<file path="config.mk">
export PLATFORM = sky130hd
export DESIGN_NAME = pfld_front
export DESIGN_NICKNAME = d
export VERILOG_FILES = /design/src/hw/rtl/pfld_pkg.sv /design/src/hw/rtl/pfld_front.sv
export SDC_FILE = /design/constraint.sdc
export NUM_CORES = 1
export LEC_CHECK = 0
export BUFFER_PORTS_ARGS = -buffer_cell sky130_fd_sc_hd__buf_2
export CORE_MARGIN = 2
export CORE_UTILIZATION = 50
export DETAILED_ROUTE_END_ITERATION = 12
export PLACE_DENSITY_LB_ADDON = 0.25
export SLEW_MARGIN = 20
export SYNTH_ARGS = -nofsm -noshare
export SYNTH_HDL_FRONTEND = slang
export SYNTH_SLANG_ARGS = --single-unit
</file>
<file path="constraint.sdc">
create_clock -name vclk -period 8.75
set_input_delay 1.75 -clock vclk [all_inputs]
set_output_delay 1.75 -clock vclk [all_outputs]
set_load 0.005 [all_outputs]
</file>
<file path="src/hw/rtl/pfld_pkg.sv">
package pfld_pkg;

   localparam int COORD_W = 10;
   localparam int ERR_W = 13;
   localparam int IDX_W = 16;
   localparam int QUEUE_DEPTH = 2;

   localparam logic [1:0] OP_LINE = 2'd0;
   localparam logic [1:0] OP_FILL = 2'd1;
   localparam logic [1:0] OP_READ = 2'd2;

   localparam logic [7:0] BYTE_ONES = 8'hFF;
   localparam logic [7:0] BYTE_ZEROS = 8'h00;
   localparam logic [2:0] ROW_IN_PAGE_MASK = 3'h7;

   typedef logic signed [COORD_W-1:0] coord_type;
   typedef logic signed [ERR_W-1:0] err_type;

   typedef enum logic [1:0] {
      CMD_LINE,
      CMD_FILL,
      CMD_READ
   } cmd_kind_type;

   typedef struct packed {
      cmd_kind_type kind;
      logic colour;
      coord_type x;
      coord_type y;
      coord_type xe;
      coord_type ye;
      err_type dx;
      err_type dy;
      err_type err;
      logic sx_neg;
      logic sy_neg;
      logic [COORD_W-1:0] addr;
   } cmd_type;

   typedef enum logic [2:0] {
      ST_CLEAR,
      ST_IDLE,
      ST_LINE_PLOT,
      ST_LINE_WRITE,
      ST_FILL,
      ST_READ_WAIT,
      ST_RESPOND
   } back_state_type;

endpackage

</file>
<file path="src/hw/rtl/pfld_front.sv">
module pfld_front (
   input  logic                      req_valid,
   output logic                      req_ready,
   input  logic [1:0]                req_op,
   input  pfld_pkg::coord_type       req_x_start,
   input  pfld_pkg::coord_type       req_y_start,
   input  pfld_pkg::coord_type       req_x_end,
   input  pfld_pkg::coord_type       req_y_end,
   input  logic                      req_colour,
   input  logic [pfld_pkg::COORD_W-1:0] req_byte_addr,
   input  logic                      clearing,
   output logic                      push_valid,
   input  logic                      push_ready,
   output pfld_pkg::cmd_type         push_cmd
);

   pfld_pkg::err_type xs, ys, xe, ye, dx, dy_abs;
   logic known_op;

   always_comb begin
      xs = pfld_pkg::ERR_W'(req_x_start);
      ys = pfld_pkg::ERR_W'(req_y_start);
      xe = pfld_pkg::ERR_W'(req_x_end);
      ye = pfld_pkg::ERR_W'(req_y_end);
      dx = (xe >= xs) ? (xe - xs) : (xs - xe);
      dy_abs = (ye >= ys) ? (ye - ys) : (ys - ye);

      push_cmd.colour = req_colour;
      push_cmd.x = req_x_start;
      push_cmd.y = req_y_start;
      push_cmd.xe = req_x_end;
      push_cmd.ye = req_y_end;
      push_cmd.dx = dx;
      push_cmd.dy = -dy_abs;
      push_cmd.err = dx - dy_abs;
      push_cmd.sx_neg = !(xs < xe);
      push_cmd.sy_neg = !(ys < ye);
      push_cmd.addr = req_byte_addr;

      known_op = 1'b1;
      unique case (req_op)
         pfld_pkg::OP_LINE: push_cmd.kind = pfld_pkg::CMD_LINE;
         pfld_pkg::OP_FILL: push_cmd.kind = pfld_pkg::CMD_FILL;
         pfld_pkg::OP_READ: push_cmd.kind = pfld_pkg::CMD_READ;
         default: begin
            push_cmd.kind = pfld_pkg::CMD_LINE;
            known_op = 1'b0;
         end
      endcase
   end

   assign req_ready = push_ready && !clearing;
   assign push_valid = req_valid && !clearing && known_op;

endmodule

</file>
### Word-level counts from Yosys, hierarchy flattened

Index checks and enable logic that the tools add are counted.

| cells by class | value |
|---|---|
| $add $sub $neg | 6 |
| magnitude comparators | 4 |
| equality and inequality tests | 2 |
| multiplexer cells | 4 |
| reductions and logical operators | 8 |

Operators by type and width:

| operator | number |
|---|---|
| subtractor 10 x 10 -> 11 bit | 4 |
| two-way mux 13 bit | 2 |
| >= comparator 10 bit | 2 |
| < comparator 10 bit | 2 |
| negator 13 bit | 1 |
| subtractor 13 bit | 1 |
| one-hot mux 2 bit (2 select lines) | 1 |
| logical AND 1 bit | 3 |
| zero test 1 bit | 3 |
| OR reduction 3 bit | 1 |
| equality test 2 x 1 -> 1 bit, second input constant | 1 |
| equality test 2 bit, second input constant | 1 |
| zero test 2 bit | 1 |
| two-way mux 1 bit | 1 |

| storage, ports and cells | value |
|---|---|
| bits in registers | 0 |
| input bits | 56 |
| logic and storage cells | 24 |

### Depth between registers and ports, before layout

Gate-level depths: netlist of run 1.

| logic depth | value |
|---|---|
| depth after elaboration | 4 |
| gate-level depth with buffers | 17 |

### Worst setup path before layout of run 1

Ideal clock, no wire load.

| timing path | value |
|---|---|
| path kind | input to output |
| start | in req_y_start[2] |
| end | out push_cmd[24] (netlist name) |
| data arrival time | 4790 ps |
| data required time | 7000 ps |
| setup slack | 2210 ps |
| cell stages on the path | 16 |
| cell sequence | inv_1 -> ha_1 -> buf_6 -> and4_1 -> and4_4 -> a211oi_4 -> and3_1 -> o211ai_1 -> nor2b_1 -> ha_1 -> a2111oi_4 -> a211oi_1 -> a221oi_2 -> o221ai_2 -> and3_4 -> o41ai_2 |

RTL lines:

| element | line | text |
|---|---|---|
| from (decl) | pfld_front.sv:6 | `input pfld_pkg::coord_type req_y_start,` |
| to (decl) | pfld_front.sv:14 | `output pfld_pkg::cmd_type push_cmd` |

==> impl_metrics.py, run 1 <==
metrics = {
    "drt": {
        "antenna_left": 0,
        "drtIter0Drc": 103,
        "drc": 0,
        "vias_per_cell": 5.326,
        "wl_per_cell_um": 12.86,
        "vias": 3233,
        "firstDrtPassIters": 4,
        "wirelength_mm": 7.805,
    },
    "setup_path": {
        "slowest_delay_ns": 0.42,
        "required_ns": 7.00,
        "end_kind": "output pin",
        "cp_top_family": "compound AO/OA/AOI/OAI gates",
        "critical_path.max_fanout": 8,
        "worstPathArrival_ns": 5.36,
        "crit_path_top_delay_cell": "ha_1",
        "path_depth": 17,
        "timing.critical_path.buf_inv": 3,
        "start_kind": "input pin",
        "setup.worst_path.class": "input pin to output pin",
        "crit_path_cell_trace": "buf_2 > inv_1 > ha_1 > and3_4 > and4_4 > a211oi_4 > a21boi_1 > a211oi_4 > nor2b_1 > ha_1 > a2111oi_4 > a211oi_1 > a221oi_2 > o221ai_2 > and3_4 > o41ai_2 > buf_2",
    },
    "timing": {
        "setup_tns_ns": 0,
        "slew_violations": 0,
        "min_period_over_period": 0.8128,
        "fmax_mhz": 140.6,
        "whs_ns": 3.500,
        "finalHoldViolCount": 0,
        "setup-violations-final": 0,
        "slew_headroom": 0.4129,
        "min_period_ns": 7.112,
        "grt_setup_unrepaired": "no",
        "worst_slew_pin_slew_ns": 0.8744,
    },
    "power": {
        "p_leak_nw": 1.920,
        "finalPower_mw": 0.5344,
        "peakVddDrop_uv": 83.86,
        "power.density_nw_per_um2": 145.1,
    },
    "floorplanning": {
        "num_rows": 30,
        "die_y_um": 86.38,
        "core_area_sq_um": 6681,
        "die_x_um": 86.38,
        "dieArea_sq_um": 7462,
        "ioPinCount": 152,
        "start_util": 0.5079,
    },
    "clock_tree": {
        "hold_buffers": 0,
        "post_cts.repair.setup_buffers": 0,
        "ctsResizeCount": 0,
    },
    "global_routing": {
        "grt_pass1_vias": 2906,
        "grt_antenna_before_repair": 0,
        "gr-total-overflow": 0,
        "grt_pass1_wl_mm": 12.82,
        "grt_max_degree": 12,
        "grt_use_total": 0.1993,
    },
    "layout": {
        "n_antenna_cell": 0,
        "nFlopsAndLatches": 0,
        "final_layout_size_suffix_gt1_frac": 0.3112,
        "fillCellCount": 667,
        "multiInputGateArea_sq_um": 2708,
        "fin_area_sq_um": 3684,
        "finalCoreUtilization": 0.5513,
        "final_nets": 637,
        "clock_buffers": 0,
        "syn_to_final_growth_pct": 8.555,
        "final-seq-area_sq_um": 0,
    },
    "place": {
        "placed_area_sq_um": 3684,
        "portBuffers": 130,
        "gp_congestion": 0.8727,
        "dp_hpwl_mm": 6.762,
    },
    "yosys": {
        "synthTopCellsByArea": "ha_1 (18%), buf_4 (12%), inv_1 (6.5%), a21oi_1 (4.3%), xnor2_1 (3.9%)",
        "synth_cell_types": 71,
        "synth.most_common_cell": "inv_1",
        "synth_top_cell_area_share": 0.1770,
        "ys_warn_count": 0,
        "netlist_instances": 460,
        "yosysTopAreaCell": "ha_1",
        "syn_area_per_cell_sq_um": 7.377,
        "synth_fp_nets": 568,
        "seq_area_frac_synth": 0,
        "synth_area_sq_um": 3393,
        "synthTopCellsByCount": "inv_1 (59), buf_4 (53), ha_1 (48), a21oi_1 (29)",
    },
    "job": {
        "max_cap_viol_count": 0,
    },
    "hold_path": {
        "hold_class": "input pin to output pin",
        "holdPathStages": 0,
    },
    "status": {
        "status": "finished, final reports clean",
    },
}
## placed cells by master (no fill, tap or decap), types with 11 or more instances in the layout
| cell type | n |
|---|---|
| a21oi_1 | 29 |
| buf_2 | 130 |
| ha_1 | 48 |
| inv_1 | 59 |
| nand2_1 | 25 |
| nand3_1 | 11 |
| nor2_1 | 20 |
| nor2b_1 | 16 |
| nor3_1 | 11 |
| o21ai_0 | 25 |
| xnor2_1 | 15 |
## metrics by stage
step           instances  setup slack, ns
2_1_floorplan        460            2.210
3_3_place_gp         607            1.746
3_5_place_dp         607            1.672
5_1_grt              607            1.325
6_report             607            1.638
4_1_cts              607            1.656
## path summary, 6_finish.rpt
| path | start | end | slack, ns |
|---|---|---|---|
| setup / recovery | req_y_start[9] | push_cmd[24] | 1.64 |
| hold / removal | req_byte_addr[6] | push_cmd[6] | 3.50 |
## report_power, final
part	switching, mW	internal (mW)
Clock	0	0
Sequential	0	0
Combinational	0.295	0.239
Total	0.295	0.239
## final cells by class
| cell class | instances | share of cell area |
|---|---|---|
| inverters | 60 | 0.06114 |
| multi-input cells | 337 | 0.7351 |
| well taps | 80 | 0.02717 |
| repair buffers | 130 | 0.1766 |
## logic make-up after synthesis
| logic type | after synthesis | share of synthesized area |
|---|---|---|
| adder cells (fa/ha/maj) | 52 | 0.2006 |
| AO/OA/AOI/OAI | 127 | 0.2821 |
| AND/OR/NAND/NOR | 120 | 0.1917 |
| multiplexers | 9 | 0.03429 |
| buffers and inverters | 123 | 0.2021 |
| XOR/XNOR | 29 | 0.08924 |
## per-layer routing
metal  part of all wire  vias to the layer above  GRT usage
li1                   -                     1680          -
met1               0.50                     1444     0.3018
met2               0.44                      103     0.3252
met3              0.055                        6    0.01238
met4             0.0042                        0   0.009943
met5                  0                        -          0
No activity file was read; power rests on OpenSTA's default activity.
==> run 2: changes to the inputs <==
--- a/config.mk
+++ b/config.mk
@@ -7,7 +7,7 @@
 export LEC_CHECK = 0
 export BUFFER_PORTS_ARGS = -buffer_cell sky130_fd_sc_hd__buf_2
 export CORE_MARGIN = 2
-export CORE_UTILIZATION = 50
+export CORE_UTILIZATION = 46
 export DETAILED_ROUTE_END_ITERATION = 12
 export PLACE_DENSITY_LB_ADDON = 0.25
 export SLEW_MARGIN = 20
==> constraint.sdc (replaced) <==
create_clock -name vclk -period 5.9
set_input_delay 1.18 -clock vclk [all_inputs]
set_output_delay 1.18 -clock vclk [all_outputs]
set_load 0.005 [all_outputs]
==> run 2 against run 1 <==
  * Cell count up 8.1%
  * Power up 63%
  * First-iteration DRC count up 53%
==> impl_metrics.py, run 2 (synthesis results as in run 1) <==
metrics = {
    "setup_path": {
        "cp_top_family": "compound AO/OA/AOI/OAI gates",
        "cp_common_cell": "buf_2",
        "critical_path.max_fanout": 8,
        "timing.critical_path.buf_inv": 4,
        "setup.worst_path.class": "input pin to output pin",
        "worstPathArrival_ns": 4.53,
        "end_kind": "output pin",
        "slowest_delay_ns": 0.39,
        "start_kind": "input pin",
        "required_ns": 4.72,
        "crit_path_top_delay_cell": "ha_1",
        "crit_path_cell_trace": "buf_2 > inv_1 > ha_1 > a21oi_2 > o22ai_2 > a311oi_4 > buf_4 > nor2_4 > a2bb2oi_2 > a31oi_1 > o21ai_0 > a21oi_1 > xnor2_1 > ha_2 > nor2b_1 > a211oi_1 > nand3_1 > buf_2",
    },
    "drt": {
        "drc": 0,
        "antenna_left": 0,
        "wirelength_mm": 8.543,
        "drtIter0Drc": 158,
        "wl_per_cell_um": 13.02,
        "vias": 3399,
        "firstDrtPassIters": 4,
        "vias_per_cell": 5.181,
    },
    "global_routing": {
        "grt_pass1_wl_mm": 13.45,
        "grt_pass1_vias": 3019,
        "grt_use_total": 0.1894,
        "grt_max_degree": 11,
        "gr-total-overflow": 0,
        "grt_antenna_before_repair": 0,
    },
    "power": {
        "p_leak_nw": 2.075,
        "power.density_nw_per_um2": 216.0,
        "finalPower_mw": 0.8712,
        "peakVddDrop_uv": 89.19,
    },
    "place": {
        "portBuffers": 130,
        "dp_slack_ns": 0.05700,
        "gp_congestion": 0.9376,
        "dp_hpwl_mm": 7.126,
        "placed_area_sq_um": 3850,
        "dp_cells": 645,
    },
    "clock_tree": {
        "hold_buffers": 0,
    },
    "floorplanning": {
        "dieArea_sq_um": 8079,
        "ioPinCount": 152,
        "num_rows": 31,
        "die_y_um": 89.89,
        "start_util": 0.4703,
        "die_x_um": 89.89,
        "core_area_sq_um": 7214,
    },
    "layout": {
        "syn_to_final_growth_pct": 18.88,
        "final_cell_mix": "buf_2 (130), inv_1 (59), ha_1 (41)",
        "fin_cells": 656,
        "fin_area_sq_um": 4034,
        "clock_buffers": 0,
        "finalCoreUtilization": 0.5591,
        "final-seq-area_sq_um": 0,
        "nFlopsAndLatches": 0,
        "n_antenna_cell": 0,
        "final_nets": 667,
        "final_common_cell": "buf_2",
        "final_layout_size_suffix_gt1_frac": 0.3842,
    },
    "timing": {
        "fmax_mhz": 175.2,
        "setup_tns_ns": 0,
        "setup-violations-final": 0,
        "finalHoldViolCount": 0,
        "whs_ns": 2.360,
        "slew_headroom": 0.5502,
        "min_period_ns": 5.708,
        "worst_slew_pin_slew_ns": 0.6699,
        "layout_setup_ws_ns": 0.1917,
        "min_period_over_period": 0.9675,
        "slew_violations": 0,
    },
    "hold_path": {
        "hold_class": "input pin to output pin",
    },
    "status": {
        "status": "finished, final reports clean",
    },
    "job": {
        "max_cap_viol_count": 0,
    },
}
==> run 2: routing by layer <==
layer	share of wire	up-vias	GRT usage
met5	0	-	0
met4	0.010	0	0.01282
met3	0.038	10	0.004191
met2	0.48	100	0.3378
met1	0.47	1548	0.2678
li1	-	1741	-
==> run 2: final timing paths <==
check	startpoint	endpoint	slack [ns]	cells past startpoint
hold / removal	req_byte_addr[2]	push_cmd[2]	2.36	0
setup / recovery	req_x_start[6]	push_cmd[22]	0.19	18
==> run 2: layout make-up <==
class,instances,area (sq um)
fill,737,3181
multi-input combinational,337,2809
timing repair buffer,160,875.8
inverter,60,225.2
tap,99,123.9
==> run 2: power breakdown <==
group / internal [mW] / leakage [nW] / switching [mW]
registers: 0 / 0 / 0
clock network: 0 / 0 / 0
logic: 0.410 / 2.07 / 0.462
==> run 2: repair_timing <==
action                                  CTS  global route
buffers inserted                          0            11
gates resized for setup                   0            24
endpoints found under the setup margin    0             8
==> run 3: changes to the inputs <==
--- a/config.mk
+++ b/config.mk
@@ -6,8 +6,7 @@
 export NUM_CORES = 1
 export LEC_CHECK = 0
 export BUFFER_PORTS_ARGS = -buffer_cell sky130_fd_sc_hd__buf_2
-export CORE_MARGIN = 2
-export CORE_UTILIZATION = 46
+export CORE_UTILIZATION = 35
 export DETAILED_ROUTE_END_ITERATION = 12
 export PLACE_DENSITY_LB_ADDON = 0.25
 export SLEW_MARGIN = 20
==> constraint.sdc (replaced) <==
create_clock -name vclk -period 4.9
set_input_delay 0.98 -clock vclk [all_inputs]
set_output_delay 0.98 -clock vclk [all_outputs]
set_load 0.005 [all_outputs]
==> run 3 against run 2 <==
  * The run now ends with setup timing left
  * First-iteration DRC count down 64%
  * Utilization is 6.2 points higher
  * Cell area rose by 44%
==> impl_metrics.py, run 3 (synthesis results as in run 1) <==
metrics = {
    "setup_path": {
        "setup.worst_path.class": "input pin to output pin",
        "worstPathArrival_ns": 4.05,
        "critical_path.endpoint": "push_cmd[24]",
        "crit_path_start": "req_y_start[1]",
        "end_kind": "output pin",
        "start_kind": "input pin",
        "critical_path.max_fanout": 11,
        "required_ns": 3.92,
    },
    "drt": {
        "drc": 0,
        "firstDrtPassIters": 4,
        "vias_per_cell": 4.890,
        "vias": 3971,
        "drtIter0Drc": 57,
        "wirelength_mm": 10.91,
        "wl_per_cell_um": 13.44,
        "antenna_left": 0,
    },
    "layout": {
        "final_nets": 793,
        "nFlopsAndLatches": 0,
        "n_antenna_cell": 0,
        "final-seq-area_sq_um": 0,
        "clock_buffers": 0,
        "fillCellCount": 800,
        "final_cell_mix": "buf_4 (144), buf_2 (117), inv_1 (41)",
        "syn_to_final_growth_pct": 70.87,
        "final_layout_size_suffix_gt1_frac": 0.6325,
        "finalCoreUtilization": 0.6216,
        "fin_cells": 812,
        "final_common_cell": "buf_4",
    },
    "clock_tree": {
        "hold_buffers": 0,
    },
    "global_routing": {
        "gr-total-overflow": 0,
        "grt_max_degree": 12,
        "grt_antenna_before_repair": 0,
        "grt_use_total": 0.1831,
        "grt_pass1_vias": 3424,
        "grt_pass1_wl_mm": 15.40,
    },
    "status": {
        "violations": "setup timing",
        "status": "finished, violations left",
    },
    "timing": {
        "layout_setup_ws_ns": -0.1256,
        "setup-violations-final": 11,
        "fmax_mhz": 199.0,
        "slew_headroom": 0.7196,
        "min_period_ns": 5.026,
        "grt_setup_unrepaired": "yes",
        "finalHoldViolCount": 0,
        "min_period_over_period": 1.026,
        "slew_violations": 0,
        "worst_slew_pin_slew_ns": 0.4100,
    },
    "floorplanning": {
        "die_y_um": 100.5,
        "num_rows": 35,
        "dieArea_sq_um": 10090,
        "ioPinCount": 152,
        "start_util": 0.3638,
        "die_x_um": 100.5,
        "core_area_sq_um": 9328,
    },
    "place": {
        "portBuffers": 130,
        "dp_cells": 772,
        "gp_congestion": 0.8729,
        "dp_hpwl_mm": 7.965,
    },
    "power": {
        "internal-power_mw": 0.8045,
        "power_switching_mw": 0.7086,
        "power.density_nw_per_um2": 261.0,
        "peakVddDrop_uv": 157.7,
        "switching_share": 0.4683,
        "p_seq_frac": 0,
        "combPwrFrac": 1.000,
        "pwr-share-clk": 0,
        "p_leak_nw": 2.797,
    },
    "job": {
        "max_cap_viol_count": 0,
    },
    "hold_path": {
        "hold_class": "input pin to output pin",
    },
}
[run 3: cell type report]
type                            count  area, sq um  share of cell area
Multi-Input combinational cell    337         3437              0.5928
Timing Repair Buffer              286         1969              0.3397
Inverter                           60        230.2             0.03971
Tap cell                          129        161.4             0.02784
[run 3: worst min path at each step]
stage                           from           end  slack (ns)  cells after the start
finish              req_byte_addr[1]   push_cmd[1]        1.96                      0
detailed placement        req_colour  push_cmd[91]        1.96                      0
CTS                       req_colour  push_cmd[91]        1.96                      0
global placement          req_colour  push_cmd[91]        1.96                      0
global route        req_byte_addr[5]   push_cmd[5]        1.96                      0
floorplan                  req_op[1]  push_cmd[92]        1.99                      1
[run 3: power groups by stage]
| stage | combinational [mW] | sequential, mW | clock, mW |
|---|---|---|---|
| final | 1.51 | 0 | 0 |
| after global routing | 1.63 | 0 | 0 |
| after CTS | 1.28 | 0 | 0 |
| after detailed placement | 1.19 | 0 | 0 |
| after global placement | 1.17 | 0 | 0 |
| after floorplan | 0.694 | 0 | 0 |
[run 3: what timing repair did]
item                       4_1_cts  5_1_grt
pin swaps                       20       54
hold endpoints to repair         0        0
setup buffers                   12       29
resized for setup               44      134
setup endpoints to repair       11       14
[run 3: stage by stage]
step	setup WS (ns)	setup TNS, ns	hold slack (ns)	instance area (sq um)	power (mW)
floorplan	0.01012	0	1.990	3422	0.6937
global placement	-0.2235	-1.143	1.960	4669	1.166
detailed placement	-0.3024	-1.989	1.960	4669	1.187
CTS	-0.1728	-0.6958	1.960	4980	1.275
global route	-0.2774	-2.215	1.960	5798	1.630
finish	-0.1256	-0.9159	1.960	5798	1.513
[run 3: routing by layer]
metal / GRT usage / vias to the layer above / share of wire
met5: 0 / - / 0
met1: 0.2508 / 1856 / 0.43
li1: - / 1992 / -
met3: 0.008322 / 12 / 0.045
met2: 0.3335 / 111 / 0.51
met4: 0.006689 / 0 / 0.012
[run 3: critical path: stages]
cell,delay (ns)
buf_8,0.10
inv_4,0.05
ha_4,0.19
and4_1,0.21
and4_4,0.21
a211oi_4,0.30
buf_6,0.18
nand2_8,0.07
mux2i_1,0.21
xnor2_1,0.13
buf_12,0.16
a211oi_1,0.35
or2_1,0.20
o221ai_2,0.16
and3_4,0.18
o41ai_2,0.20
buf_2,0.16
