--- src/hw/rtl/pfld_pkg.sv ---
package pfld_pkg;

   localparam int COORD_W = 10;
   localparam int ERR_W = 13;
   localparam int IDX_W = 16;
   localparam int QUEUE_DEPTH = 2;

   localparam logic [1:0] OP_LINE = 2'd0;
   localparam logic [1:0] OP_FILL = 2'd1;
   localparam logic [1:0] OP_READ = 2'd2;

   localparam logic [7:0] BYTE_ONES = 8'hFF;
   localparam logic [7:0] BYTE_ZEROS = 8'h00;
   localparam logic [2:0] ROW_IN_PAGE_MASK = 3'h7;

   typedef logic signed [COORD_W-1:0] coord_type;
   typedef logic signed [ERR_W-1:0] err_type;

   typedef enum logic [1:0] {
      CMD_LINE,
      CMD_FILL,
      CMD_READ
   } cmd_kind_type;

   typedef struct packed {
      cmd_kind_type kind;
      logic colour;
      coord_type x;
      coord_type y;
      coord_type xe;
      coord_type ye;
      err_type dx;
      err_type dy;
      err_type err;
      logic sx_neg;
      logic sy_neg;
      logic [COORD_W-1:0] addr;
   } cmd_type;

   typedef enum logic [2:0] {
      ST_CLEAR,
      ST_IDLE,
      ST_LINE_PLOT,
      ST_LINE_WRITE,
      ST_FILL,
      ST_READ_WAIT,
      ST_RESPOND
   } back_state_type;

endpackage

--- src/hw/rtl/pfld_queue.sv ---
module pfld_queue (
   input  logic              clock,
   input  logic              reset,
   input  logic              push_valid,
   output logic              push_ready,
   input  pfld_pkg::cmd_type push_cmd,
   output logic              pop_valid,
   input  logic              pop_ready,
   output pfld_pkg::cmd_type pop_cmd
);

   localparam int PTR_W = $clog2(pfld_pkg::QUEUE_DEPTH);
   localparam int CNT_W = $clog2(pfld_pkg::QUEUE_DEPTH + 1);

   pfld_pkg::cmd_type entry_ff [pfld_pkg::QUEUE_DEPTH];
   logic [PTR_W-1:0] wr_ptr_ff, wr_ptr_in, rd_ptr_ff, rd_ptr_in;
   logic [CNT_W-1:0] count_ff, count_in;
   logic do_push, do_pop;

   assign push_ready = count_ff != CNT_W'(pfld_pkg::QUEUE_DEPTH);
   assign pop_valid = count_ff != '0;
   assign pop_cmd = entry_ff[rd_ptr_ff];
   assign do_push = push_valid && push_ready;
   assign do_pop = pop_valid && pop_ready;

   always_comb begin
      wr_ptr_in = wr_ptr_ff;
      rd_ptr_in = rd_ptr_ff;
      count_in = count_ff;
      if (do_push) begin
         wr_ptr_in = (wr_ptr_ff == PTR_W'(pfld_pkg::QUEUE_DEPTH - 1)) ? '0 : wr_ptr_ff + 1'b1;
      end
      if (do_pop) begin
         rd_ptr_in = (rd_ptr_ff == PTR_W'(pfld_pkg::QUEUE_DEPTH - 1)) ? '0 : rd_ptr_ff + 1'b1;
      end
      if (do_push && !do_pop) begin
         count_in = count_ff + 1'b1;
      end else if (do_pop && !do_push) begin
         count_in = count_ff - 1'b1;
      end
   end

   always_ff @(posedge clock) begin
      if (reset) begin
         wr_ptr_ff <= '0;
         rd_ptr_ff <= '0;
         count_ff <= '0;
      end else begin
         wr_ptr_ff <= wr_ptr_in;
         rd_ptr_ff <= rd_ptr_in;
         count_ff <= count_in;
      end
   end

   always_ff @(posedge clock) begin
      if (do_push) begin
         entry_ff[wr_ptr_ff] <= push_cmd;
      end
   end

endmodule

--- config.mk ---
export PLATFORM = sky130hd
export DESIGN_NAME = pfld_queue
export DESIGN_NICKNAME = d
export VERILOG_FILES = /design/src/hw/rtl/pfld_pkg.sv /design/src/hw/rtl/pfld_queue.sv
export SDC_FILE = /design/constraint.sdc
export NUM_CORES = 1
export LEC_CHECK = 0
export ABC_AREA = 1
export BUFFER_PORTS_ARGS = -buffer_cell sky130_fd_sc_hd__buf_2
export CORE_ASPECT_RATIO = 1.2
export CORE_MARGIN = 3
export CORE_UTILIZATION = 47
export DETAILED_ROUTE_END_ITERATION = 6
export HOLD_SLACK_MARGIN = 0.03
export PLACE_DENSITY_LB_ADDON = 0.08
export SKIP_CTS_REPAIR_TIMING = 1
export SYNTH_ARGS = -nofsm -noshare
export SYNTH_HDL_FRONTEND = slang
export SYNTH_SLANG_ARGS = --single-unit
--- constraint.sdc ---
create_clock -name clock -period 13.6 [get_ports clock]
set_input_delay 0.68 -clock clock [delete_from_list [all_inputs] [get_ports clock]]
set_output_delay 0.68 -clock clock [all_outputs]
set_load 0.02 [all_outputs]
# Word-level counts from Yosys, hierarchy flattened
# Memories as Yosys holds them, arrays and structs flattened. A register that Yosys moved wholly into a read port is not among the register bits.
# Index checks and enable logic that the tools add are counted.
[totals] register_bits=4 mem_bits_rw=188 inputBits=98 out_inout_bits=96 mem_count=1
[mem_list] memory="entry_ff" depth=2 width=94 read_ports=1 rd_ports_with_merged_regs=1 wr=1 line="pfld_queue.sv:15" source="pfld_pkg::cmd_type entry_ff [pfld_pkg::QUEUE_DEPTH];"
[op_classes] addsub=4 n_eq_ne=1 muxes=8 reduce_logical=8
[op_table] operator="$mux 1" n=6
[op_table] operator="$logic_and 1x1->1" n=4
[op_table] operator="$mux 2" n=2
[op_table] operator="$reduce_bool 2->1" n=2
[op_table] operator="$add 1x1->1 const B" n=2
[op_table] operator="$add 2x1->2 const B" n=1
[op_table] operator="$logic_not 1->1" n=2
[op_table] operator="$ne 2x2->1 const B" n=1
[op_table] operator="$sub 2x1->2 const B" n=1

# Logic depth before layout (Yosys ltp)
# Gate-level depths: netlist of run 1.
[depth] ltp_word=6 mapped_depth=11

# Worst setup path before layout of run 1
# No wires, ideal clock.
[synth_path] kind="input to register" start="in push_valid" end="mem entry_ff[0][0] (netlist bit) (enable)" setup_ps=548 arrival_ps=4693 setup_slack_ps=8360 path_stages=2 n_path_buf=0 path_cell_list="nand2_1 > nor2_1"
[synth_between] elab_chain_len=3
[synth_rtl] element="start: declaration" line="pfld_queue.sv:4" source="input logic push_valid,"
[synth_rtl] element="$logic_and 1x1->1" line="pfld_queue.sv:23" source="assign do_push = push_valid && push_ready;"
[synth_rtl] element="$mux 1" line="pfld_queue.sv:56" source="if (do_push) begin"
[synth_rtl] element="$mux 1 (not written as such)" line="pfld_queue.sv:57" source="entry_ff[wr_ptr_ff] <= push_cmd;"
[synth_rtl] element="end: declaration" line="pfld_queue.sv:15"
# No other way between the ends.

==> results of run 1 <==
## layer usage
| layer | wire length, µm | global-route usage | vias up |
|---|---|---|---|
| li1 | - | - | 1697 |
| met1 | 4920 | 0.180 | 1728 |
| met2 | 6380 | 0.256 | 133 |
| met3 | 1110 | 0.0642 | 28 |
| met4 | 314 | 0.0685 | 8 |
| met5 | 44 | 0 | - |
## final cells by class
cell class	count	area share
Timing Repair Buffer	196	0.112
Inverter	8	0.00342
Tap cell	200	0.0285
Clock inverter	14	0.0184
Sequential cell	193	0.654
Clock buffer	18	0.0488
Multi-Input combinational cell	118	0.134
## cells in the final DEF, fill, tap and decap left out, types with 3 or more instances in the layout
master | synthesis | layout
sky130_fd_sc_hd__edfxtp_1 | 188 | 188
sky130_fd_sc_hd__dfxtp_1 | 5 | 4
sky130_fd_sc_hd__clkinv_2 | 0 | 6
sky130_fd_sc_hd__clkbuf_16 | 0 | 17
sky130_fd_sc_hd__nand2_1 | 9 | 9
sky130_fd_sc_hd__inv_1 | 8 | 8
sky130_fd_sc_hd__nor2_1 | 7 | 5
sky130_fd_sc_hd__bufinv_16 | 0 | 3
sky130_fd_sc_hd__buf_4 | 1 | 3
sky130_fd_sc_hd__buf_2 | 3 | 193
sky130_fd_sc_hd__mux2_2 | 94 | 94
## flip-flops by register name (all words and copies together), names as in the netlist, named ones only
name / flops
wr_ptr_ff: 1
count_ff: 2
entry_ff: 188
rd_ptr_ff: 1
## final timing paths
check,start,to,cells past startpoint
max,register,pop_cmd[5],3
min reg2reg,rd_ptr_ff,rd_ptr_ff,2
min,push_cmd[17],entry_ff[1][17],1
max reg2reg,count_ff[0],entry_ff[0][27],5
## power by group
part	switching (W)	internal (W)
sequential	0.0000229	0.000753
combinational	0.000255	0.000155
clock	0.000201	0.000288
## stage by stage
stage | worst slack, ns | area, µm²
detailed placement | 10.76 | 8200
global route | 10.35 | 8790
floorplan | 8.36 | 7030
finish | 10.51 | 8790
global placement | 10.77 | 8200
CTS | 10.45 | 8790
## worst max-delay path: stages, from the launching register on
cell	delay (ns)
sky130_fd_sc_hd__dfxtp_4	0.52
sky130_fd_sc_hd__buf_4	0.82
sky130_fd_sc_hd__mux2_2	0.43
sky130_fd_sc_hd__buf_2	0.17
## cell families (layout without fill, tap and decap cells)
logic type | count (synthesis) | count (layout) | share of synthesized area
AOI/OAI and AO/OA | 4 | 4 | 0.00285
and+or+nand+nor | 19 | 19 | 0.0109
buffers and inverters | 18 | 236 | 0.0171
muxes | 94 | 94 | 0.151
adders and majority gates | 1 | 1 | 0.00178
DFF | 193 | 193 | 0.817
==> results.ini, run 1 <==
[outcome]
outcome = completed

[floorplanning]
placeableCoreArea_um2 = 14500
core.rowCount = 48
ports_placed_on_the_boundary = 194
initial_utilization = 0.484
die_area_um2 = 16500
dieWidth_um = 118
die_h_um = 140

[logic_synthesis]
number_of_distinct_library_cells_after_synthesis = 14
mappedNetlistNets = 428
synth_common_cells = 188 x sky130_fd_sc_hd__edfxtp_1, 94 x sky130_fd_sc_hd__mux2_2, 9 x sky130_fd_sc_hd__nand2_1, 8 x sky130_fd_sc_hd__inv_1, 7 x sky130_fd_sc_hd__nor2_1
synth.cell_area_um2 = 7030
synthCells = 329
ys_dominant_reg_cell = sky130_fd_sc_hd__edfxtp_1
synth_top_cell_area_share = 0.803
synth_area_leader_cell = sky130_fd_sc_hd__edfxtp_1
synth_enable_flop_cells = 188
synth-seq-area-share = 0.817
postSynthRegisterBits = 193
synth_top_cells_by_area = sky130_fd_sc_hd__edfxtp_1 80%, sky130_fd_sc_hd__mux2_2 15%, sky130_fd_sc_hd__dfxtp_1 1.4%, sky130_fd_sc_hd__buf_6 0.96%, sky130_fd_sc_hd__nand2_1 0.48%
post-synth-top-count-cell = sky130_fd_sc_hd__edfxtp_1
postSynthAreaPerCell_um2 = 21.4
async_flop_share = 0
yosys_warnings = 0

[clock_tree]
clk_pin_slew_worst_paths_ns = 0.07
clockRootBuffer = sky130_fd_sc_hd__clkbuf_16
clock-sinks = 193
insertion_delay_ns = 0.42
clock_path_buffers = 2
cts-htree-levels = 4
numCtsBuffers = 17
tritoncts_clock_tree = yes

[final_layout]
fillerInstances = 1132
sequential_cell_area_um2 = 5750
area_growth_pct = 25.0
num_antenna_cells = 0
drive_gt1_frac = 0.592
layout.cells.non_filler = 747
final_net_count = 633
utilization = 0.605
multi_input_area_um2 = 1180

[sta]
rsz0062_at_grt = no
final.min_clock_period_ns = 3.09
setup-violations-final = 0
slew-limit-headroom = 0.337
timing.final.max_slew_violations = 0
setup_total_negative_slack_ns = 0
final.setup_skew_ns = 0.00721
timing_worst_slew_pin_value_ns = 0.995
portion_of_the_clock_cycle_consumed_by_the_worst_path_in_the_final_layout = 0.228
hold_viol = 0
fmax_ghz = 0.323
hold_slack_ns = 0.444

[place]
place_hpwl_mm = 8.36
port-buffer-count = 193
finalWeightedCongestion = 0.715
placed_cells = 715

[power]
post-layout-total-power_w = 0.00168
power.ir.vdd_worst_mv = 0.0937
p_per_area_nw_per_um2 = 191
power.static_leakage_nw = 3.29

[worst_hold_path]
worst_hold_path_type = in2reg

[drt]
dr.pass1.iters = 4
detail_route.wl_per_cell_um = 17.1
residual_drc = 0
vias = 3594
routed_via_density = 4.81
routed_wl_mm = 12.8
drt.antenna.violating_nets = 0
drt_iter0_drc = 222

[critical_path]
critical_path.startpoint_type = register
cp_data_required_time_ns = 12.92
r2r_slack_ns = 11.09
critical_path.endpoint_type = output pin
cp.arrival_ns = 2.41
worst-path-max-fanout = 74
criticalPathCategory = reg2out

[global_route]
grt_first_pass_wirelength_mm = 19.4
grt_antenna_before_repair = 4
maximum_number_of_pins_on_one_net_before_global_route_repair = 75
gr-total-overflow = 0
globalRouteTotalUtil = 0.155
grt_pass1_vias = 3726

[run]
timing.max_cap.violations = 0

Note: power is estimated with default switching activity, not from simulation.
==> run 2, diff against run 1 <==
- clock period: 13.6 -> 3 ns (I/O delays scaled with it)
==> run 2 against run 1 <==
Net effect:
- non-clock buffer count up 99
- sequential share of layout area down 6.2 points
- cell area up 10%
- setup slack worse by 9.6 ns
- register-to-register slack worse by 9.7 ns
- core utilization up 6.3 points
- worst hold slack worse by 0.41 ns
- sequential power rose to 4.5 times the previous value
- critical path type unchanged
- count of clock-buffer cells in the layout up 7
- sequential cell count unchanged
- clock skew about the same
==> results.ini, run 2 (synthesis gave the netlist of run 1 again) <==
[global_route]
grt_first_pass_wirelength_mm = 20.2  ; was 19.4 mm
gr-total-overflow = 0  ; unchanged
met2_usage = 0.282  ; was 0.256
grtUsageMet1 = 0.172  ; was 0.180
maximum_number_of_pins_on_one_net_before_global_route_repair = 45  ; was 75
globalRouteTotalUtil = 0.161  ; was 0.155
grt_antenna_before_repair = 1  ; was 4
grt_util_met3 = 0.0674  ; was 0.0642
grt_pass1_vias = 3892  ; was 3726
grt_most_used_layer = met2  ; unchanged

[drt]
drt_iter0_drc = 171  ; was 222
vias = 4006  ; was 3594
routed_wl_mm = 13.7  ; was 12.8 mm
detail_route.wl_per_cell_um = 16.2  ; was 17.1 µm
dr.pass1.iters = 4  ; unchanged
routed_via_density = 4.73  ; was 4.81
residual_drc = 0  ; unchanged
drt.antenna.violating_nets = 0  ; unchanged

[place]
place_hpwl_mm = 8.74  ; was 8.36 mm
finalWeightedCongestion = 0.741  ; was 0.715
standard_cell_area_after_detailed_placement_um2 = 8250  ; was 8200 µm²
port-buffer-count = 193  ; unchanged
placed_cells = 720  ; was 715
detailedPlace.worstSlack_ns = 1.32  ; was 10.76 ns

[power]
power.static_leakage_nw = 3.66  ; was 3.29 nW
switching_share = 0.287  ; was 0.286
seq_power_share = 0.471  ; was 0.463
p_per_area_nw_per_um2 = 772  ; was 191 nW/µm²
post-layout-total-power_w = 0.00750  ; was 0.00168 W
power.ir.vdd_worst_mv = 0.433  ; was 0.0937 mV
share_comb_of_total_power = 0.263  ; was 0.245
p_int_w = 0.00535  ; was 0.00120 W
p_sw_w = 0.00215  ; was 0.000479 W
clkPwrFrac = 0.266  ; was 0.292

[clock_tree]
cts-htree-levels = 4  ; unchanged
clk_pin_slew_worst_paths_ns = 0.06  ; was 0.07 ns
numCtsBuffers = 17  ; unchanged
clock_path_buffers = 2  ; unchanged
clock-sinks = 193  ; unchanged
insertion_delay_ns = 0.42  ; about the same
clockRootBuffer = sky130_fd_sc_hd__clkbuf_16  ; unchanged
tritoncts_clock_tree = yes  ; unchanged

[critical_path]
criticalPathCategory = reg2out  ; unchanged
worst-path-max-fanout = 27  ; was 74
cp_data_required_time_ns = 2.85  ; was 12.92 ns
critical_path.endpoint_type = output pin  ; unchanged
cpPeakStageDelay_ns = 0.58  ; was 0.82 ns
cp_cell_sequence = buf_4 > mux2_2 > buf_2  ; unchanged
critical_path.slowest_cell = sky130_fd_sc_hd__dfxtp_4  ; was sky130_fd_sc_hd__buf_4
cp.arrival_ns = 1.93  ; was 2.41 ns
critical_path.startpoint_type = register  ; unchanged

[final_layout]
finalInstanceArea_um2 = 9710  ; was 8790 µm²
largest-register = entry_ff  ; unchanged
largest_register_ff_count = 188  ; unchanged
fillerInstances = 1054  ; was 1132
largest_registers = entry_ff: 188 flops, count_ff: 2 flops  ; unchanged
mostFrequentLayoutCell = sky130_fd_sc_hd__buf_2  ; unchanged
area_growth_pct = 38.1  ; was 25.0%
commonest_non_fill_non_tap_cells_in_the_layout = 193 x sky130_fd_sc_hd__buf_2, 188 x sky130_fd_sc_hd__edfxtp_1, 94 x sky130_fd_sc_hd__mux2_2, 94 x sky130_fd_sc_hd__dlygate4sd3_1, 17 x sky130_fd_sc_hd__clkbuf_16  ; was 193 x sky130_fd_sc_hd__buf_2, 188 x sky130_fd_sc_hd__edfxtp_1, 94 x sky130_fd_sc_hd__mux2_2
drive_gt1_frac = 0.495  ; was 0.592
final_net_count = 732  ; was 633
layout.cells.non_filler = 847  ; was 747

[floorplanning]
placeableCoreArea_um2 = 14500  ; unchanged
die_h_um = 140  ; unchanged
dieWidth_um = 118  ; unchanged
initial_utilization = 0.484  ; unchanged
die_area_um2 = 16500  ; unchanged
ports_placed_on_the_boundary = 194  ; unchanged
core.rowCount = 48  ; unchanged

[sta]
final.min_clock_period_ns = 2.08
setup-violations-final = 0  ; unchanged
timing.final.max_slew_violations = 0  ; unchanged
portion_of_the_clock_cycle_consumed_by_the_worst_path_in_the_final_layout = 0.693
hold_viol = 0  ; unchanged
final.setup_skew_ns = 0.00676  ; was 0.00721 ns
layout_setup_ws_ns = 0.921  ; was 10.51 ns
fmax_ghz = 0.481
setup_total_negative_slack_ns = 0  ; unchanged
rsz0062_at_grt = no  ; unchanged
slew-limit-headroom = 0.684  ; was 0.337
timing_worst_slew_pin_value_ns = 0.474  ; was 0.995 ns

[outcome]
outcome = completed  ; unchanged

[run]
timing.max_cap.violations = 0  ; unchanged

[worst_hold_path]
worst_hold_path_type = in2reg  ; unchanged

[run 2: cell types whose count changed in the layout (fill, tap and decap cells not counted), sizes merged]
cell         before  now
buf             196  201
bufinv            3    1
dlygate4sd3       0   94
inv              10    8
clkbuf           18   25
clkinv            7    2
clkinvlp          2    3
diode             0    2
[run 2: power by group through the flow]
stage          Clock, W  Sequential (W)  Combinational [W]
4_1_cts         0.00205         0.00354            0.00191
3_3_place_gp          0         0.00358            0.00187
2_1_floorplan         0         0.00355            0.00134
3_5_place_dp          0         0.00360            0.00190
5_1_grt         0.00215         0.00357            0.00212
6_report        0.00200         0.00353            0.00197
[run 2: worst max-delay path: cells and delay by family (launching register included)]
family / cells / cell delay, ns
buffers and inverters: 2 / 0.54
muxes: 1 / 0.38
DFF: 1 / 0.58
[run 2: path summary, 6_finish.rpt]
check / cells past startpoint / end / slack [ns] / start
max: 3 / pop_cmd[63] / 0.92 / register
min: 4 / count_ff[1] / 0.03 / reset
max reg2reg: 5 / entry_ff[1][73] / 1.40 / count_ff[0]
min reg2reg: 2 / register / 0.51 / rd_ptr_ff
[run 2: area by class of cell]
type                    instances  area (µm²)  share of cell area
inverters                       8        30.0             0.00309
flip-flops and latches        193        5750               0.592
clock buffers                  25         455              0.0469
well taps                     200         250              0.0258
diodes                          2        5.00            0.000515
clock inverters                 6        60.1             0.00618
repair buffers                295        1980               0.204
multi-input cells             118        1180               0.122
[run 2: routing by layer]
layer	routed length, µm	vias to the layer above	share of wire
li1	-	1898	-
met1	5450	1957	0.40
met2	7120	132	0.52
met3	906	19	0.066
met4	235	0	0.017
met5	0	-	0
[run 2: per-stage QoR]
stage / hold WS, ns / utilization
6_report: 0.0347 / 0.668
5_1_grt: 0.0473 / 0.668
4_1_cts: -0.104 / 0.603
2_1_floorplan: 0.249 / -
3_3_place_gp: 0.338 / 0.568
3_5_place_dp: 0.342 / 0.568
==> run 3, diff against run 2 <==
- ABC_AREA: 1 -> 0
- clock period: 3 -> 2.1 ns (I/O delays scaled with it)
==> run 3 against run 2 <==
Net effect:
- synthesized cell count is 4.0% lower
- global-route usage is 0.43 points lower
- via count decreased by 2.6%
- largest power group unchanged
==> results.ini, run 3 <==
[critical_path]
worst-r2r-cell-count = 5  ; unchanged
critical_path.slowest_cell = sky130_fd_sc_hd__dfxtp_4  ; unchanged
critical_path.endpoint_type = output pin  ; unchanged
critical_path.startpoint_type = register  ; unchanged
cpPeakStageDelay_ns = 0.61  ; was 0.58 ns
cp_num_buf_inv = 2  ; unchanged
r2r-end = count_ff[1]  ; was entry_ff[1][73]
cp.arrival_ns = 1.85  ; was 1.93 ns
cp_cell_sequence = buf_12 > mux2_2 > buf_2  ; was buf_4 > mux2_2 > buf_2
worst-path-max-fanout = 27  ; unchanged
criticalPathCategory = reg2out  ; unchanged
reg2reg_from = count_ff[1]  ; was count_ff[0]
cp_data_required_time_ns = 2.00  ; was 2.85 ns
cell_family_with_most_cp_delay = flip-flops  ; unchanged
r2r_slack_ns = 0.53  ; was 1.40 ns

[drt]
residual_drc = 0  ; unchanged
routed_via_density = 4.67  ; was 4.73
detail_route.wl_per_cell_um = 16.1  ; was 16.2 µm
drt_iter0_drc = 188  ; was 171
dr.pass1.iters = 4  ; unchanged
routed_wl_mm = 13.4  ; was 13.7 mm
vias = 3901  ; was 4006
drt.antenna.violating_nets = 0  ; unchanged

[logic_synthesis]
ys_dominant_reg_cell = sky130_fd_sc_hd__edfxtp_1  ; unchanged
synth_top_cells_by_area = sky130_fd_sc_hd__edfxtp_1 80%, sky130_fd_sc_hd__mux2_2 15%, sky130_fd_sc_hd__dfxtp_1 1.4%, sky130_fd_sc_hd__buf_6 0.96%, sky130_fd_sc_hd__xor2_1 0.37%  ; was sky130_fd_sc_hd__edfxtp_1 80%, sky130_fd_sc_hd__mux2_2 15%, sky130_fd_sc_hd__dfxtp_1 1.4%, sky130_fd_sc_hd__buf_6 0.96%, sky130_fd_sc_hd__nand2_1 0.48%
synth_area_leader_cell = sky130_fd_sc_hd__edfxtp_1  ; unchanged
synth-seq-area-share = 0.819  ; was 0.817
postSynthAreaPerCell_um2 = 22.2  ; was 21.4 µm²
postSynthRegisterBits = 193  ; unchanged
yosys_warnings = 0  ; unchanged
number_of_distinct_library_cells_after_synthesis = 19  ; was 14
synth_enable_flop_cells = 188  ; unchanged
synth_common_cells = 188 x sky130_fd_sc_hd__edfxtp_1, 94 x sky130_fd_sc_hd__mux2_2, 6 x sky130_fd_sc_hd__buf_6, 5 x sky130_fd_sc_hd__dfxtp_1  ; was 188 x sky130_fd_sc_hd__edfxtp_1, 94 x sky130_fd_sc_hd__mux2_2, 9 x sky130_fd_sc_hd__nand2_1, 8 x sky130_fd_sc_hd__inv_1, 7 x sky130_fd_sc_hd__nor2_1
synth_top_cell_area_share = 0.805  ; was 0.803
post-synth-top-count-cell = sky130_fd_sc_hd__edfxtp_1  ; unchanged
mappedNetlistNets = 415  ; was 428
synthCells = 316  ; was 329
async_flop_share = 0  ; unchanged
synth.cell_area_um2 = 7020  ; was 7030 µm²

[sta]
slew-limit-headroom = 0.684  ; about the same
timing.final.max_slew_violations = 0  ; unchanged
fmax_ghz = 0.510
timing_worst_slew_pin_value_ns = 0.474  ; about the same
portion_of_the_clock_cycle_consumed_by_the_worst_path_in_the_final_layout = 0.933
final.min_clock_period_ns = 1.96
rsz0062_at_grt = no  ; unchanged
hold_viol = 0  ; unchanged
setup-violations-final = 0  ; unchanged
setup_total_negative_slack_ns = 0  ; unchanged
final.setup_skew_ns = 0.00491  ; was 0.00676 ns

[final_layout]
largest_register_ff_count = 188  ; unchanged
fillerInstances = 1073  ; was 1054
largest-register = entry_ff  ; unchanged
final_net_count = 721  ; was 732
area_growth_pct = 39.0  ; was 38.1%
layout.cells.non_filler = 835  ; was 847
mostFrequentLayoutCell = sky130_fd_sc_hd__buf_2  ; unchanged
largest_registers = entry_ff: 188 flops, count_ff: 2 flops  ; unchanged
commonest_non_fill_non_tap_cells_in_the_layout = 193 x sky130_fd_sc_hd__buf_2, 188 x sky130_fd_sc_hd__edfxtp_1, 96 x sky130_fd_sc_hd__dlygate4sd3_1  ; was 193 x sky130_fd_sc_hd__buf_2, 188 x sky130_fd_sc_hd__edfxtp_1, 94 x sky130_fd_sc_hd__mux2_2, 94 x sky130_fd_sc_hd__dlygate4sd3_1, 17 x sky130_fd_sc_hd__clkbuf_16
finalInstanceArea_um2 = 9750  ; was 9710 µm²
drive_gt1_frac = 0.516  ; was 0.495

[global_route]
grt_antenna_before_repair = 0  ; was 1
grt_pass1_vias = 3861  ; was 3892
gr-total-overflow = 0  ; unchanged
maximum_number_of_pins_on_one_net_before_global_route_repair = 60  ; was 45
grt_first_pass_wirelength_mm = 19.6  ; was 20.2 mm
globalRouteTotalUtil = 0.157  ; was 0.161

[power]
p_per_area_nw_per_um2 = 1110  ; was 772 nW/µm²
power.static_leakage_nw = 3.65  ; was 3.66 nW
share_comb_of_total_power = 0.285  ; was 0.263
switching_share = 0.296  ; was 0.287
clkPwrFrac = 0.253  ; was 0.266
p_int_w = 0.00763  ; was 0.00535 W
p_sw_w = 0.00321  ; was 0.00215 W
power.ir.vdd_worst_mv = 0.780  ; was 0.433 mV
seq_power_share = 0.462  ; was 0.471
post-layout-total-power_w = 0.0108  ; was 0.00750 W

[place]
standard_cell_area_after_detailed_placement_um2 = 8290  ; was 8250 µm²
place_hpwl_mm = 8.44  ; was 8.74 mm
finalWeightedCongestion = 0.704  ; was 0.741
placed_cells = 707  ; was 720
port-buffer-count = 193  ; unchanged

[floorplanning]
dieWidth_um = 118  ; about the same
die_area_um2 = 16400  ; was 16500 µm²
die_h_um = 140  ; about the same
placeableCoreArea_um2 = 14500  ; unchanged
initial_utilization = 0.483  ; was 0.484
ports_placed_on_the_boundary = 194  ; unchanged
core.rowCount = 48  ; unchanged

[clock_tree]
clock-sinks = 193  ; unchanged
insertion_delay_ns = 0.42  ; about the same
tritoncts_clock_tree = yes  ; unchanged
clockRootBuffer = sky130_fd_sc_hd__clkbuf_16  ; unchanged
clock_path_buffers = 2  ; unchanged
clk_pin_slew_worst_paths_ns = 0.06  ; about the same
numCtsBuffers = 17  ; unchanged
cts-htree-levels = 4  ; unchanged

[run]
timing.max_cap.violations = 0  ; unchanged

[outcome]
outcome = completed  ; unchanged

[worst_hold_path]
worst_hold_path_startpoint = pop_ready  ; was reset
worst_hold_path_type = in2reg  ; unchanged
hold_depth = 4  ; unchanged

-- run 3: how the worst max path moves through the flow --
| stage | depth (start not counted) | start | end | slack (ns) |
|---|---|---|---|---|
| 2_1_floorplan | 3 | count_ff[0] | entry_ff[0][0] | -0.34 |
| 3_3_place_gp | 4 | count_ff[0] | entry_ff[0][64] | 0.56 |
| 3_5_place_dp | 4 | count_ff[0] | entry_ff[0][30] | 0.53 |
| 4_1_cts | 3 | register | pop_cmd[45] | 0.09 |
| 5_1_grt | 3 | register | pop_cmd[23] | 0.04 |
| 6_report | 3 | register | pop_cmd[23] | 0.14 |
-- run 3: layout make-up --
type | count | area, µm² | share of cell area
antenna | 1 | 2.50 | 0.000257
clock buffer | 18 | 429 | 0.0440
clock inverter | 13 | 73.8 | 0.00757
inverter | 1 | 7.51 | 0.000770
multi-input combinational | 112 | 1190 | 0.122
sequential | 193 | 5750 | 0.590
tap | 200 | 250 | 0.0257
timing repair buffer | 297 | 2050 | 0.210
-- run 3: per-layer routing --
metal | global-route usage | wire length, µm
met2 | 0.266 | 7020
met1 | 0.177 | 5280
met3 | 0.0602 | 860
met4 | 0.0679 | 276
met5 | 0 | 0
-- run 3: power groups by stage --
stage / clock, W / combinational (W) / sequential, W
6_report: 0.00274 / 0.00309 / 0.00500
5_1_grt: 0.00298 / 0.00330 / 0.00506
4_1_cts: 0.00283 / 0.00300 / 0.00502
3_5_place_dp: 0 / 0.00298 / 0.00510
3_3_place_gp: 0 / 0.00297 / 0.00507
2_1_floorplan: 0 / 0.00210 / 0.00500
-- run 3: cells by family (layout without fill, tap and decap cells) --
| group | count (synthesis) | in the layout | share of synthesized area |
|---|---|---|---|
| muxes | 94 | 94 | 0.151 |
| buffers and inverters | 11 | 329 | 0.0134 |
| and+or+nand+nor | 9 | 9 | 0.00714 |
| AOI/OAI and AO/OA | 5 | 5 | 0.00428 |
| adders and majority gates | 1 | 1 | 0.00178 |
| DFF | 193 | 193 | 0.819 |
| other | 0 | 1 | 0 |
| xor gates and xnor gates | 3 | 3 | 0.00375 |
-- run 3: worst register-to-register path, cell delays in order, from the launching register on --
cell	delay (ns)
sky130_fd_sc_hd__dfxtp_1	0.43
sky130_fd_sc_hd__nand2b_4	0.09
sky130_fd_sc_hd__and2_1	0.17
sky130_fd_sc_hd__ha_1	0.33
sky130_fd_sc_hd__or3_1	0.35
sky130_fd_sc_hd__a21oi_1	0.15
-- run 3: through the flow --
stage                     utilization  setup WS, ns  hold WS (ns)
after floorplan                     -        -0.336         0.170
after global placement          0.570         0.561         0.293
after detailed placement        0.570         0.526         0.296
after CTS                       0.605        0.0900        -0.156
after global routing            0.671        0.0357         0.146
final                           0.671         0.140         0.118
